## config.mk

```make
export PLATFORM = sky130hd
export DESIGN_NAME = video_scanline_timing_generator
export DESIGN_NICKNAME = d
export VERILOG_FILES = /design/src/sv/vstg_pkg.sv /design/src/sv/vstg_cfg.sv /design/src/sv/vstg_core.sv /design/src/sv/video_scanline_timing_generator.sv
export SDC_FILE = /design/constraint.sdc
export NUM_CORES = 1
export LEC_CHECK = 0
export BUFFER_PORTS_ARGS = -buffer_cell sky130_fd_sc_hd__buf_2
export CORE_MARGIN = 8
export CORE_UTILIZATION = 58
export CTS_CLUSTER_DIAMETER = 100
export CTS_CLUSTER_SIZE = 16
export DETAILED_ROUTE_END_ITERATION = 8
export HOLD_SLACK_MARGIN = 0.15
export PLACE_DENSITY = 0.86
export SKIP_LAST_GASP = 1
export SYNTH_ARGS = -nofsm -noshare
export SYNTH_HDL_FRONTEND = slang
export SYNTH_HIERARCHICAL = 1
export SYNTH_SLANG_ARGS = --single-unit
```

## constraint.sdc

```tcl
create_clock -name clk -period 9 [get_ports clk]
set_clock_uncertainty 0.05 [all_clocks]
set_input_delay 0 -clock clk [delete_from_list [all_inputs] [get_ports clk]]
set_output_delay 0 -clock clk [all_outputs]
set_load 0.01 [all_outputs]
```

## src/sv/vstg_pkg.sv

```systemverilog
`timescale 1ns / 1ps
package vstg_pkg;

  localparam int LINE_W     = 10;
  localparam int MODE_W     = 2;
  localparam int CNT_W      = 32;
  localparam int CYC_W      = 16;
  localparam int CFG_ADDR_W = 3;
  localparam int CFG_DATA_W = 32;
  localparam int IN_DATA_W  = 16;
  localparam int OUT_DATA_W = 48;
  localparam int FRAC_BITS  = 40;

  localparam longint unsigned DEF_CPU_CLOCK_HZ   = 64'd200000000;
  localparam longint unsigned DEF_PIXEL_CLOCK_HZ = 64'd27000000;

  // register indexes
  localparam logic [CFG_ADDR_W-1:0] REG_LINE_LEN_M1 = 3'd0;
  localparam logic [CFG_ADDR_W-1:0] REG_LINES_M1    = 3'd1;
  localparam logic [CFG_ADDR_W-1:0] REG_VIDEO_MODE  = 3'd2;
  localparam logic [CFG_ADDR_W-1:0] REG_FIRST_IRQ   = 3'd3;
  localparam logic [CFG_ADDR_W-1:0] REG_SECOND_IRQ  = 3'd4;
  localparam logic [CFG_ADDR_W-1:0] REG_VB_START    = 3'd5;
  localparam logic [CFG_ADDR_W-1:0] REG_VB_END      = 3'd6;
  localparam logic [CFG_ADDR_W-1:0] REG_RENDER_DLY  = 3'd7;

  // video mode bits
  localparam int MODE_VGA_BIT   = 0;
  localparam int MODE_INTLC_BIT = 1;

  // reset values
  localparam logic [LINE_W-1:0] RST_LINE_LEN_M1 = 10'd857;
  localparam logic [LINE_W-1:0] RST_LINES_M1    = 10'd262;
  localparam logic [MODE_W-1:0] RST_VIDEO_MODE  = 2'd0;
  localparam logic [LINE_W-1:0] RST_FIRST_IRQ   = 10'd260;
  localparam logic [LINE_W-1:0] RST_SECOND_IRQ  = 10'd336;
  localparam logic [LINE_W-1:0] RST_VB_START    = 10'd260;
  localparam logic [LINE_W-1:0] RST_VB_END      = 10'd336;
  localparam logic [CNT_W-1:0]  RST_RENDER_DLY  = 32'd0;
  localparam logic [LINE_W-1:0] RST_LINE        = 10'd1023;

  typedef struct packed {
    logic [CNT_W-1:0]  line_len;
    logic [LINE_W-1:0] lines_m1;
    logic [LINE_W-1:0] first_irq;
    logic [LINE_W-1:0] second_irq;
    logic [LINE_W-1:0] vb_start;
    logic [LINE_W-1:0] vb_end;
    logic              interlaced;
    logic [CNT_W-1:0]  render_delay;
  } cfg_t;

  // packed msb first: current_line at bit 0
  typedef struct packed {
    logic [CNT_W-1:0]  frame_count;
    logic              render_done;
    logic              line_zero_irq;
    logic              second_line_irq;
    logic              first_line_irq;
    logic              field_bit;
    logic              in_vertical_blank;
    logic [LINE_W-1:0] current_line;
  } res_t;

endpackage

```

## src/sv/vstg_cfg.sv

```systemverilog
`timescale 1ns / 1ps
module vstg_cfg #(
  parameter longint unsigned CPU_CLOCK_HZ   = vstg_pkg::DEF_CPU_CLOCK_HZ,
  parameter longint unsigned PIXEL_CLOCK_HZ = vstg_pkg::DEF_PIXEL_CLOCK_HZ
) (
  input  logic                                clk,
  input  logic                                rst_n,
  input  logic                                cfg_we,
  input  logic [vstg_pkg::CFG_ADDR_W-1:0]     cfg_addr,
  input  logic [vstg_pkg::CFG_DATA_W-1:0]     cfg_wdata,
  output vstg_pkg::cfg_t                      cfg
);
  import vstg_pkg::*;

  localparam int PROD_W = FRAC_BITS + LINE_W + 1;

  // line len = n * cpu / pix (pix/2 unless VGA), whole + rounded-up fraction
  localparam longint unsigned PIX_FULL  = PIXEL_CLOCK_HZ;
  localparam longint unsigned PIX_HALF  = PIXEL_CLOCK_HZ / 2;
  localparam longint unsigned INT_FULL  = CPU_CLOCK_HZ / PIX_FULL;
  localparam longint unsigned REM_FULL  = CPU_CLOCK_HZ % PIX_FULL;
  localparam longint unsigned INT_HALF  = CPU_CLOCK_HZ / PIX_HALF;
  localparam longint unsigned REM_HALF  = CPU_CLOCK_HZ % PIX_HALF;
  localparam logic [79:0] FRAC_FULL =
    ((80'(REM_FULL) << FRAC_BITS) + 80'(PIX_FULL) - 80'd1) / 80'(PIX_FULL);
  localparam logic [79:0] FRAC_HALF =
    ((80'(REM_HALF) << FRAC_BITS) + 80'(PIX_HALF) - 80'd1) / 80'(PIX_HALF);

  logic [LINE_W-1:0] ll_m1_r, lines_m1_r, first_r, second_r, vbs_r, vbe_r;
  logic [MODE_W-1:0] mode_r;
  logic [CNT_W-1:0]  delay_r, len_r, len_nxt;
  logic [LINE_W-1:0] ll_sel;
  logic [MODE_W-1:0] mode_sel;

  function automatic logic [CNT_W-1:0] calc_len(input logic [LINE_W-1:0] m1,
                                                input logic [MODE_W-1:0] mode);
    logic [LINE_W:0]   n;
    logic [CNT_W-1:0]  whole;
    logic [PROD_W-1:0] frac;
    logic [CNT_W-1:0]  len;
    n = {1'b0, m1} + {{LINE_W{1'b0}}, 1'b1};
    if (mode[MODE_VGA_BIT]) begin
      whole = CNT_W'(64'(n) * INT_FULL);
      frac  = PROD_W'(n) * PROD_W'(FRAC_FULL[FRAC_BITS-1:0]);
    end else begin
      whole = CNT_W'(64'(n) * INT_HALF);
      frac  = PROD_W'(n) * PROD_W'(FRAC_HALF[FRAC_BITS-1:0]);
    end
    len = whole + CNT_W'(frac >> FRAC_BITS);
    if (mode[MODE_INTLC_BIT]) len = len >> 1;
    return len;
  endfunction

  always_comb begin
    ll_sel   = (cfg_we && cfg_addr == REG_LINE_LEN_M1) ? cfg_wdata[LINE_W-1:0] : ll_m1_r;
    mode_sel = (cfg_we && cfg_addr == REG_VIDEO_MODE) ? cfg_wdata[MODE_W-1:0] : mode_r;
    len_nxt  = calc_len(ll_sel, mode_sel);
  end

  always_ff @(posedge clk) begin
    if (!rst_n) begin
      ll_m1_r    <= RST_LINE_LEN_M1;
      lines_m1_r <= RST_LINES_M1;
      mode_r     <= RST_VIDEO_MODE;
      first_r    <= RST_FIRST_IRQ;
      second_r   <= RST_SECOND_IRQ;
      vbs_r      <= RST_VB_START;
      vbe_r      <= RST_VB_END;
      delay_r    <= RST_RENDER_DLY;
      len_r      <= calc_len(RST_LINE_LEN_M1, RST_VIDEO_MODE);
    end else begin
      len_r <= len_nxt;
      if (cfg_we) begin
        case (cfg_addr)
          REG_LINE_LEN_M1: ll_m1_r    <= cfg_wdata[LINE_W-1:0];
          REG_LINES_M1:    lines_m1_r <= cfg_wdata[LINE_W-1:0];
          REG_VIDEO_MODE:  mode_r     <= cfg_wdata[MODE_W-1:0];
          REG_FIRST_IRQ:   first_r    <= cfg_wdata[LINE_W-1:0];
          REG_SECOND_IRQ:  second_r   <= cfg_wdata[LINE_W-1:0];
          REG_VB_START:    vbs_r      <= cfg_wdata[LINE_W-1:0];
          REG_VB_END:      vbe_r      <= cfg_wdata[LINE_W-1:0];
          REG_RENDER_DLY:  delay_r    <= cfg_wdata[CNT_W-1:0];
          default: ;
        endcase
      end
    end
  end

  assign cfg.line_len     = len_r;
  assign cfg.lines_m1     = lines_m1_r;
  assign cfg.first_irq    = first_r;
  assign cfg.second_irq   = second_r;
  assign cfg.vb_start     = vbs_r;
  assign cfg.vb_end       = vbe_r;
  assign cfg.interlaced   = mode_r[MODE_INTLC_BIT];
  assign cfg.render_delay = delay_r;

endmodule

```

## src/sv/vstg_core.sv

```systemverilog
`timescale 1ns / 1ps
module vstg_core (
  input  logic                           clk,
  input  logic                           rst_n,
  input  vstg_pkg::cfg_t                 cfg,
  input  logic                           in_valid,
  output logic                           in_ready,
  input  logic                           in_action,
  input  logic [vstg_pkg::CYC_W-1:0]     in_cycles,
  output logic                           out_valid,
  input  logic                           out_ready,
  output vstg_pkg::res_t                 out_res
);
  import vstg_pkg::*;

  logic [CNT_W-1:0]  acc_r, acc_nxt, frames_r, frames_nxt, cnt_r, cnt_nxt;
  logic [LINE_W-1:0] line_r, line_nxt, line_adv;
  logic              blank_r, blank_nxt, field_r, field_nxt, armed_r, armed_nxt;
  logic              out_valid_r;
  res_t              res_r, res_nxt;
  logic [CNT_W-1:0]  acc_sum, cyc32;
  logic              take, run, adv, done;

  assign in_ready = !out_valid_r || out_ready;
  assign take     = in_valid && in_ready;

  always_comb begin
    cyc32    = {{(CNT_W-CYC_W){1'b0}}, in_cycles};
    run      = !in_action && (cfg.line_len != '0);
    acc_sum  = acc_r + cyc32;
    adv      = run && (acc_sum > cfg.line_len);
    line_adv = (line_r >= cfg.lines_m1) ? '0 : line_r + 1'b1;

    acc_nxt    = acc_r;
    line_nxt   = line_r;
    blank_nxt  = blank_r;
    field_nxt  = field_r;
    frames_nxt = frames_r;
    armed_nxt  = armed_r;
    cnt_nxt    = cnt_r;
    done       = 1'b0;

    if (in_action) begin
      armed_nxt = 1'b1;
      cnt_nxt   = cfg.render_delay;
    end else if (run) begin
      acc_nxt = adv ? acc_sum - cfg.line_len : acc_sum;
      if (armed_r) begin
        if (cnt_r < cyc32) begin
          armed_nxt = 1'b0;
          done      = 1'b1;
        end
        cnt_nxt = cnt_r - cyc32;
      end
    end

    if (adv) begin
      line_nxt = line_adv;
      // end line wins when both match
      if (line_adv == cfg.vb_end)        blank_nxt = 1'b0;
      else if (line_adv == cfg.vb_start) blank_nxt = 1'b1;
      field_nxt = cfg.interlaced ? ~field_r : 1'b0;
      if (line_adv == '0) frames_nxt = frames_r + 1'b1;
    end

    res_nxt.current_line      = line_nxt;
    res_nxt.in_vertical_blank = blank_nxt;
    res_nxt.field_bit         = field_nxt;
    res_nxt.first_line_irq    = adv && (line_adv == cfg.first_irq);
    res_nxt.second_line_irq   = adv && (line_adv == cfg.second_irq);
    res_nxt.line_zero_irq     = adv && (line_adv == '0);
    res_nxt.render_done       = done;
    res_nxt.frame_count       = frames_nxt;
  end

  always_ff @(posedge clk) begin
    if (!rst_n) begin
      acc_r       <= '0;
      line_r      <= RST_LINE;
      blank_r     <= 1'b0;
      field_r     <= 1'b0;
      frames_r    <= '0;
      armed_r     <= 1'b0;
      cnt_r       <= '0;
      out_valid_r <= 1'b0;
    end else begin
      if (take) begin
        acc_r    <= acc_nxt;
        line_r   <= line_nxt;
        blank_r  <= blank_nxt;
        field_r  <= field_nxt;
        frames_r <= frames_nxt;
        armed_r  <= armed_nxt;
        cnt_r    <= cnt_nxt;
      end
      if (take) out_valid_r <= 1'b1;
      else if (out_ready) out_valid_r <= 1'b0;
    end
  end

  always_ff @(posedge clk) begin
    if (take) res_r <= res_nxt;
  end

  assign out_valid = out_valid_r;
  assign out_res   = res_r;

endmodule

```

## src/sv/video_scanline_timing_generator.sv

```systemverilog
`timescale 1ns / 1ps
// channel  dir  handshake            payload
// in       in   in_tvalid/in_tready  tdata: elapsed_cycles; tuser: action
// out      out  out_tvalid/out_tready tdata: line, vblank, field, irqs, done, frames
// cfg      in   cfg_we               cfg_addr index, cfg_wdata value
//
// one item per cycle while out_tready takes each result, one result per item,
// result appears the cycle after its input transaction; the line/blank/frame
// state update is one add, compare and subtract into state and result registers
// line length in cpu cycles is recomputed into a register on length/mode writes
// in_tready stays high while the output register is empty or being taken
// synchronous active-low reset restores register defaults and the line counter
// to 1023, so the first line advance wraps to line zero
module video_scanline_timing_generator #(
  parameter longint unsigned CPU_CLOCK_HZ   = vstg_pkg::DEF_CPU_CLOCK_HZ,
  parameter longint unsigned PIXEL_CLOCK_HZ = vstg_pkg::DEF_PIXEL_CLOCK_HZ
) (
  input  logic                                clk,
  input  logic                                rst_n,
  input  logic                                in_tvalid,
  output logic                                in_tready,
  input  logic [vstg_pkg::IN_DATA_W-1:0]      in_tdata,   // [15:0] elapsed_cycles
  input  logic                                in_tuser,   // [0] action
  output logic                                out_tvalid,
  input  logic                                out_tready,
  // [9:0] current_line, [10] in_vertical_blank, [11] field_bit, [12] first_line_irq,
  // [13] second_line_irq, [14] line_zero_irq, [15] render_done, [47:16] frame_count
  output logic [vstg_pkg::OUT_DATA_W-1:0]     out_tdata,
  input  logic                                cfg_we,
  input  logic [vstg_pkg::CFG_ADDR_W-1:0]     cfg_addr,
  input  logic [vstg_pkg::CFG_DATA_W-1:0]     cfg_wdata
);
  import vstg_pkg::*;

  cfg_t cfg;
  res_t res;

  vstg_cfg #(
    .CPU_CLOCK_HZ  (CPU_CLOCK_HZ),
    .PIXEL_CLOCK_HZ(PIXEL_CLOCK_HZ)
  ) u_cfg (
    .clk      (clk),
    .rst_n    (rst_n),
    .cfg_we   (cfg_we),
    .cfg_addr (cfg_addr),
    .cfg_wdata(cfg_wdata),
    .cfg      (cfg)
  );

  vstg_core u_core (
    .clk      (clk),
    .rst_n    (rst_n),
    .cfg      (cfg),
    .in_valid (in_tvalid),
    .in_ready (in_tready),
    .in_action(in_tuser),
    .in_cycles(in_tdata[CYC_W-1:0]),
    .out_valid(out_tvalid),
    .out_ready(out_tready),
    .out_res  (res)
  );

  assign out_tdata = res;

endmodule

```

# Word-level counts from Yosys, hierarchy flattened
# Index checks and enable logic that the tools add are counted.
# totals
reg_bits	284
input_bits	57
output_inout_bits	50
elab_cells	111
# op_classes
add_sub_neg	7
multipliers	4
magnitude_cmp	3
eq_ne	11
muxes	25
n_bitwise	5
reduce_logical	30
# ops
cell	n
32-bit 2-to-1 mux	6
11-bit by 39-bit multiplier with 50-bit output, second input constant	2
51-bit 2-to-1 mux	1
10-bit equality test	4
32-bit by 1-bit adder with 32-bit output, second input constant	1
32-bit by 16-bit adder with 32-bit output	1
32-bit > comparator	1
32-bit by 16-bit < comparator with 1-bit output	1
32-bit nonzero test	1
32-bit by 16-bit subtractor with 32-bit output	1
32-bit subtractor	1
31-bit 2-to-1 mux	1
10-bit 2-to-1 mux	3
11-bit by 3-bit multiplier with 14-bit output, second input constant	2
2-bit AND reduction	9
15-bit by 11-bit adder with 16-bit output	1
15-bit 2-to-1 mux	1
3-bit equality test, second input constant	4
1-bit 2-to-1 mux	12
10-bit by 1-bit adder with 11-bit output, second input constant	1
10-bit by 1-bit adder with 10-bit output, second input constant	1
10-bit >= comparator	1
10-bit zero test	1
1-bit logical AND	8
other kinds (11)	20

# Logic depth before layout (Yosys ltp)
# Gate-level depths: netlist of the first run.
# depth
ltp_word	8
ltp_mapped	40
depth_no_buf	38

# By module
# Netlist of the first run, hierarchy kept.
# modules_own_cells
module	n_inst	cells_per_inst	area_each_um2	seq_area_each_um2
vstg_core	1	1583	12687.2	3643.5
vstg_cfg	1	1358	11394.7	2202.1

# Worst setup path after synthesis of the first run
# No wires, ideal clock.
# synth_timing
path_kind	input -> register
from	input cfg_addr[0] in the netlist's numbering
to	register u_cfg.len_r[13]
arrival_time_ns	9.194
path_slack_ns	-0.303
stages	35
path_buffers	2
path_cell_list	clkbuf_1 -> or3_1 -> buf_2 -> mux2i_2 -> inv_1 -> ha_1 -> nand2_1 -> xor2_1 -> inv_1 -> fa_1 -> inv_1 -> fa_1 -> fa_1 -> fa_1 -> inv_1 -> fa_1 -> ha_1 -> a211o_1 -> o211ai_1 -> o211ai_2 -> a221o_1 -> a221oi_2 -> o21ai_0 -> xor2_1 -> mux2_2 -> ha_1 -> fa_1 -> a21o_1 -> a211oi_1 -> nor2_1 -> o41ai_1 -> o21ai_0 -> nor4b_1 -> o32a_1 -> o2bb2a_1
# synth_via
elab_chain_cells	8
elab_cells_between_ends	15
cone_classes	2 x add/sub; 4 x mul; 1 x eq/ne; 5 x mux; 3 x reduce/logical
# synth_rtl
item	line_no	source
start, declared	video_scanline_timing_generator.sv:30	input logic [vstg_pkg::CFG_ADDR_W-1:0] cfg_addr,
3-bit zero test	vstg_cfg.sv:55	ll_sel = (cfg_we && cfg_addr == REG_LINE_LEN_M1) ? cfg_wdata[LINE_W-1:0] : ll_m1_r;
1-bit logical AND	vstg_cfg.sv:55	
10-bit 2-to-1 mux	vstg_cfg.sv:55	
10-bit by 1-bit adder with 11-bit output	vstg_cfg.sv:41	n = {1'b0, m1} + {{LINE_W{1'b0}}, 1'b1};
11-bit by 39-bit multiplier with 50-bit output / 11-bit by 3-bit multiplier with 14-bit output (equally long branches)	--	
51-bit 2-to-1 mux / 15-bit 2-to-1 mux (equally long branches)	vstg_cfg.sv:42	if (mode[MODE_VGA_BIT]) begin
15-bit by 11-bit adder with 16-bit output	vstg_cfg.sv:49	len = whole + CNT_W'(frac >> FRAC_BITS);
31-bit 2-to-1 mux (*)	vstg_cfg.sv:50	if (mode[MODE_INTLC_BIT]) len = len >> 1;
end signal, assigned	vstg_cfg.sv:70	len_r <= calc_len(RST_LINE_LEN_M1, RST_VIDEO_MODE);
end signal, assigned	vstg_cfg.sv:72	len_r <= len_nxt;
end, declared	vstg_cfg.sv:31	logic [CNT_W-1:0] delay_r, len_r, len_nxt;
# Mark *: on every way between the ends. The rest lies on a longest branch, timed or not.
# A chain may end at the register's enable or synchronous reset.

# Worst setup path after layout of the first run
# layout_timing
from	input cfg_addr[2] in the netlist's numbering
to	register u_cfg.len_r[13]
# Same word-level chain as after synthesis.

==> flow_metrics.tcl, run 1 <==
set metrics [dict create \
    worstHoldStart "in_tdata[2]" \
    cts_tree "done" \
    cpMostUsedCell "inv_1" \
    hold_violations 0 \
    synth_warnings 6 \
    power.density_nw_per_um2 218 \
    synth_edf_count 48 \
    setup_viol_count_final 0 \
    end_kind "register" \
    fin_util_pct 65.9 \
    core_area_sq_um 40900 \
    ys_seq_area_share_pct 24.3 \
    antenna_found_initial 2 \
    wl_per_cell_microns 20.0 \
    synth_area_sq_um 24100 \
    cts.sinks 268 \
    post-route-drc-count 0 \
    avgSynthCellArea_sq_um 8.19 \
    tightest_slew_ns 1.34 \
    muxShareOfSynthArea_pct 1.58 \
    ys_ff_latch 268 \
    crit_slowest_cell "fa_2" \
    pin_count 107 \
    clkTransAtPathRegs_ns 0.06 \
    timing.final.crit_share_pct 99.4 \
    cts-buffers-inserted 20 \
    hold_path.class "primary input to register" \
    root_buffer "clkbuf_16" \
    synth_compound_area_share_pct 21.0 \
    path_max_fanout 3 \
    grt_pass1_wl_mm 115 \
    tns_ns 0 \
    holdPathStages 5 \
    worst-r2r-cell-count 34 \
    synthAdderAreaFrac_pct 19.7 \
    vias_per_cell 6.37 \
    grt_max_degree 81 \
    ir_drop_uv 254 \
    vias 23200 \
    worstReg2RegStart "u_cfg/ll_m1_r[0]" \
    grt_pass1_vias 22500 \
    row_count 74 \
    clkLatencyLatePin_ns 0.55 \
    relSlewSlack_pct 8.57 \
    period_minus_slack_ns 8.95 \
    antenna_left 0 \
    drt_first_pass_iters 8 \
    crit_path_max_incr_delay_ns 0.64 \
    fillers 3305 \
    wl_mm 73.0 \
    async_flop_share_pct 0 \
    htree_levels 1 \
    seq_area_sq_um 5850 \
    p_leak_nw 11.7 \
    total_power_mw 5.87 \
    worstSetupStartpointType "primary input" \
    r2r_slack_ns 0.37 \
    track_usage_pct 28.9 \
    die_w_microns 220 \
    die_h_microns 220 \
    cts_buffer_depth 3 \
    drive_gt1_share_pct 10.5 \
    synth_xor_area_share_pct 6.66 \
    grt_remaining_overflow 0 \
    synthSimpleGateAreaFrac_pct 20.0 \
    nNetsFinal 3479 \
    synth_ff_type "dfxtp_1" \
    dieArea_sq_um 48300 \
    timing.fmax_mhz 112 \
    port_buffers 106 \
    multi_input_area_sq_um 17000 \
    final_max_slew_viol_count 0 \
    netlist_instances 2941 \
    area_growth_pct 11.9 \
    critPathRequiredTime_ns 9.37 \
    path_class "primary input to register" \
    synth_top_family_by_area "compound AO/OA/AOI/OAI gates" \
    status "complete, no violations" \
    r2r-end "u_cfg/len_r[13]" \
    cp.arrival_ns 9.32 \
    place_congestion 1.04 \
    dp_hpwl_mm 53.4 \
    synthDistinctLibCells 105 \
    dr.first_iter.drc_count 2366 \
    initial_core_util_pct 58.8 \
    drv_cap 0 \
    hold_end "u_core/acc_r[2]" \
]
## metrics by stage
stage                     hold slack (ns)  std cells  worst slack [ns]  instance area (sq um)
after floorplan                    0.0740       2956            0.0586                  24200
after global placement              0.199       3540           -0.0317                  25400
after detailed placement            0.209       3540            -0.228                  25400
after CTS                           0.155       3643            0.0287                  26700
after global routing                0.202       3645            -0.245                  26900
final                               0.164       3647            0.0544                  26900
## metal layers
metal  routed length [microns]  track usage (%)  up-vias
met1                     29600             37.5    11100
met2                     34500             48.0     1097
met4                      3000             11.6        4
met3                      5850             4.46      234
met5                        27                0        -
li1                          -                -    10800
## cell families after synthesis
kind of cell,count (synthesis)
buffers and inverters,404
AOI/OAI and AO/OA,749
adders and majority gates,319
other,1
xor gates and xnor gates,176
and+or+nand+nor,988
DFF,268
muxes,36
## registers in the layout, indices dropped and copies added (netlist names)
| register | count |
|---|---|
| u_cfg/vbe_r | 10 |
| u_cfg/first_r | 10 |
| u_cfg/delay_r | 32 |
| u_core/acc_r | 32 |
| u_cfg/len_r | 16 |
| u_cfg/lines_m1_r | 10 |
| u_cfg/mode_r | 2 |
| u_core/out_res | 48 |
| u_core/line_r | 10 |
| u_core/blank_r | 1 |
| u_core/armed_r | 1 |
| u_cfg/vbs_r | 10 |
| u_core/field_r | 1 |
| u_core/cnt_r | 32 |
| u_cfg/ll_m1_r | 10 |
| u_core/out_valid | 1 |
| u_core/frames_r | 32 |
| u_cfg/second_r | 10 |
## critical path, delay by kind of cell
kind	cells	cell delay (ns)
AO/OA/AOI/OAI	12	2.74
XOR/XNOR	1	0.24
buffers and inverters	8	1.16
AND/OR/NAND/NOR	10	1.81
adder cells (fa/ha/maj)	7	3.22
multiplexers	1	0.14
## where the power goes
part	total (mW)	switching [mW]	leakage, nW	internal [mW]
Clock	0.850	0.435	0.269	0.415
Combinational	3.68	2.10	9.17	1.58
Sequential	1.34	0.0518	2.25	1.29
Total	5.87	2.58	11.7	3.29
## timing repair
action / CTS / global route
endpoints found under the setup margin: 0 / 10
gates resized for setup: 0 / 49
endpoints found under the hold margin: 157 / 0
buffers inserted: 0 / 2
hold buffers: 71 / 0
## final cells by class
cell class | instances | share of cell area, %
repair buffers | 265 | 7.07
multi-input cells | 2284 | 63.0
clock buffers | 30 | 2.00
inverters | 264 | 3.68
diodes | 2 | 0.0186
clock inverters | 2 | 0.0789
flip-flops and latches | 268 | 21.7
well taps | 532 | 2.47
## synthesized netlist by cell type, types with 30 or more instances
| library cell | number | area share (%) |
|---|---|---|
| nand2_1 | 374 | 5.8 |
| inv_1 | 263 | 4.1 |
| dfxtp_1 | 220 | 18 |
| ha_1 | 219 | 11 |
| nor2_1 | 172 | 2.7 |
| a21oi_1 | 169 | 3.5 |
| o21ai_0 | 122 | 2.5 |
| xnor2_1 | 106 | 3.9 |
| fa_1 | 100 | 8.3 |
| clkbuf_1 | 96 | 1.5 |
| nand3_1 | 92 | 1.9 |
| a21boi_0 | 79 | 2.5 |
| xor2_1 | 65 | 2.4 |
| nor3_1 | 58 | 1.2 |
| a21o_1 | 54 | 1.7 |
| a31oi_1 | 48 | 1.2 |
| edfxtp_1 | 48 | 6.0 |
| and3_1 | 39 | 1.0 |
| nor4_1 | 39 | 1.0 |
| nand4_1 | 38 | 0.99 |
| a211oi_1 | 31 | 0.97 |
| o211ai_1 | 30 | 0.94 |
## placed cells by master (no fill, tap or decap), drive strengths merged, types with 56 or more instances in the layout
master       Yosys  final
o21ai          132    132
a21boi          81     81
inv            264    264
dlygate4sd3      0     71
a21o            56     56
nor2           172    172
nand2          374    374
nand3           93     93
nor3            60     60
buf             41    194
a21oi          170    170
fa             100    100
dfxtp          220    220
xnor2          107    107
xor2            65     65
ha             219    219
## how the worst max path moves through the flow
stage / start / end / slack (ns) / cells past startpoint
floorplan: cfg_addr[0] / u_cfg/len_r[13] / 0.06 / 36
global placement: cfg_addr[2] / u_cfg/len_r[13] / -0.03 / 36
detailed placement: cfg_addr[2] / u_cfg/len_r[9] / -0.23 / 37
CTS: cfg_addr[2] / u_cfg/len_r[9] / 0.03 / 40
global route: cfg_addr[2] / u_cfg/len_r[13] / -0.24 / 39
finish: cfg_addr[2] / u_cfg/len_r[13] / 0.05 / 39
(Power assumes the default switching activity.)
==> run 2, diff against run 1 <==
CAP_MARGIN = 25   (was unset)
CORE_UTILIZATION = 60   (was 58)
PLACE_DENSITY = 0.85   (was 0.86)
clock period = 8.6 ns   (was 9 ns; I/O delays follow)
==> flow_metrics.tcl, run 2 (same netlist as run 1, synthesis figures left out) <==
set metrics [dict create \
    cp.arrival_ns 8.80 \
    track_usage_pct 29.9 \
    fin_hold_ws_ns 0.193 \
    r2r_slack_ns 0.16 \
    relSlewSlack_pct 33.0 \
    vias 23500 \
    fin_util_pct 69.8 \
    crit_path_max_incr_delay_ns 0.56 \
    drt_first_pass_iters 8 \
    core_area_sq_um 39600 \
    clock_power_share_pct 14.6 \
    dieArea_sq_um 46800 \
    grt_remaining_overflow 0 \
    place_congestion 1.03 \
    layout_commonest_cell "nand2_1" \
    hold_path.class "primary input to register" \
    clkTransAtPathRegs_ns 0.08 \
    grt_max_degree 97 \
    layout_common_cells "nand2_1, inv_1, dfxtp_1, ha_1" \
    period_minus_slack_ns 8.44 \
    grt_pass1_wl_mm 117 \
    end_kind "register" \
    cts.sinks 268 \
    hold_violations 0 \
    crit_slowest_cell "fa_1" \
    path_class "register to register" \
    row_count 73 \
    dp_hpwl_mm 54.2 \
    wl_per_cell_microns 19.8 \
    fin_area_sq_um 27700 \
    vias_per_cell 6.32 \
    largest_reg_flops 48 \
    nNetsFinal 3559 \
    initial_core_util_pct 60.8 \
    antenna_left 0 \
    power_frac_comb_pct 63.4 \
    ir_drop_uv 200 \
    critPathRequiredTime_ns 8.96 \
    cts_buffer_depth 3 \
    finalWorstSetupSlack_ns 0.160 \
    placed_area_sq_um 26100 \
    power.density_nw_per_um2 231 \
    drv_cap 0 \
    timing.fmax_mhz 118 \
    cts_tree "done" \
    worstSetupStartpointType "register" \
    root_buffer "clkbuf_16" \
    antenna_found_initial 3 \
    dr.first_iter.drc_count 2449 \
    seq_power_share_pct 22.0 \
    post-route-drc-count 0 \
    path_max_fanout 4 \
    htree_levels 1 \
    timing.final.crit_share_pct 98.1 \
    pin_count 107 \
    wl_mm 73.8 \
    p_leak_nw 12.1 \
    final_max_slew_viol_count 0 \
    cts-buffers-inserted 21 \
    internal-power_mw 3.64 \
    dp_slack_ns -0.531 \
    clkLatencyLatePin_ns 0.55 \
    die_w_microns 216 \
    p_sw_share_pct 43.0 \
    setup_viol_count_final 0 \
    tightest_slew_ns 0.999 \
    area_growth_pct 14.9 \
    die_h_microns 216 \
    p_sw_mw 2.75 \
    port_buffers 106 \
    drive_gt1_share_pct 12.9 \
    status "complete, no violations" \
    grt_pass1_vias 22700 \
    cpMostUsedCell "fa_1" \
    fillers 3042 \
]
[run 2: cell type report]
class | instances | area [sq um] | share of cell area [%]
Clock buffer | 30 | 559 | 2.02
Tap cell | 525 | 657 | 2.37
Clock inverter | 3 | 36.3 | 0.131
Multi-Input combinational cell | 2284 | 17000 | 61.6
Sequential cell | 268 | 5850 | 21.1
Inverter | 264 | 991 | 3.58
Timing Repair Buffer | 344 | 2540 | 9.19
Antenna cell | 2 | 5.00 | 0.0181
[run 2: per-layer routing]
metal / global-route usage [%] / share of wire [%] / vias up
met4: 11.9 / 4.6 / 4
met1: 38.2 / 40 / 11100
met2: 49.8 / 47 / 1211
met5: 0 / 0.030 / -
li1: - / - / 10900
met3: 5.19 / 9.2 / 275
[run 2: path summary, 6_finish.rpt]
kind / startpoint / to / cells after the start
worst min-delay path: in_tdata[11] / u_core/cnt_r[11] / 6
worst min register to register: u_core/acc_r[2] / u_core/acc_r[2] / 2
worst max-delay path: u_cfg/ll_m1_r[1] / u_cfg/len_r[13] / 32
worst max register to register: u_cfg/ll_m1_r[1] / u_cfg/len_r[13] / 32
[run 2: metrics by stage]
step / TNS, ns / cells / power [mW]
CTS: 0 / 3706 / 6.18
detailed placement: -3.09 / 3606 / 5.21
finish: 0 / 3720 / 6.39
floorplan: 0 / 2956 / 4.01
global placement: -1.08 / 3604 / 5.09
global route: -0.0760 / 3719 / 6.85
[run 2: timing repair]
item / 4_1_cts / 5_1_grt
endpoints found under the setup margin: 2 / 9
hold buffers: 67 / 2
hold endpoints to repair: 158 / 2
buffers inserted: 0 / 7
pin swaps: 1 / 21
gates resized for setup: 3 / 27
[run 2: worst max-delay path: cells and delay by family (launching register included)]
kind	cells	cell delay (ns)
AO/OA/AOI/OAI	12	2.76
flip-flops	1	0.35
adder cells (fa/ha/maj)	8	3.28
multiplexers	2	0.23
AND/OR/NAND/NOR	7	1.42
buffers and inverters	3	0.24
[run 2: power by group through the flow]
stage,sequential [mW],clock (mW),combinational [mW]
5_1_grt,1.41,0.988,4.45
4_1_cts,1.40,0.939,3.84
2_1_floorplan,1.42,0,2.59
3_3_place_gp,1.43,0,3.66
3_5_place_dp,1.43,0,3.78
6_report,1.40,0.934,4.05
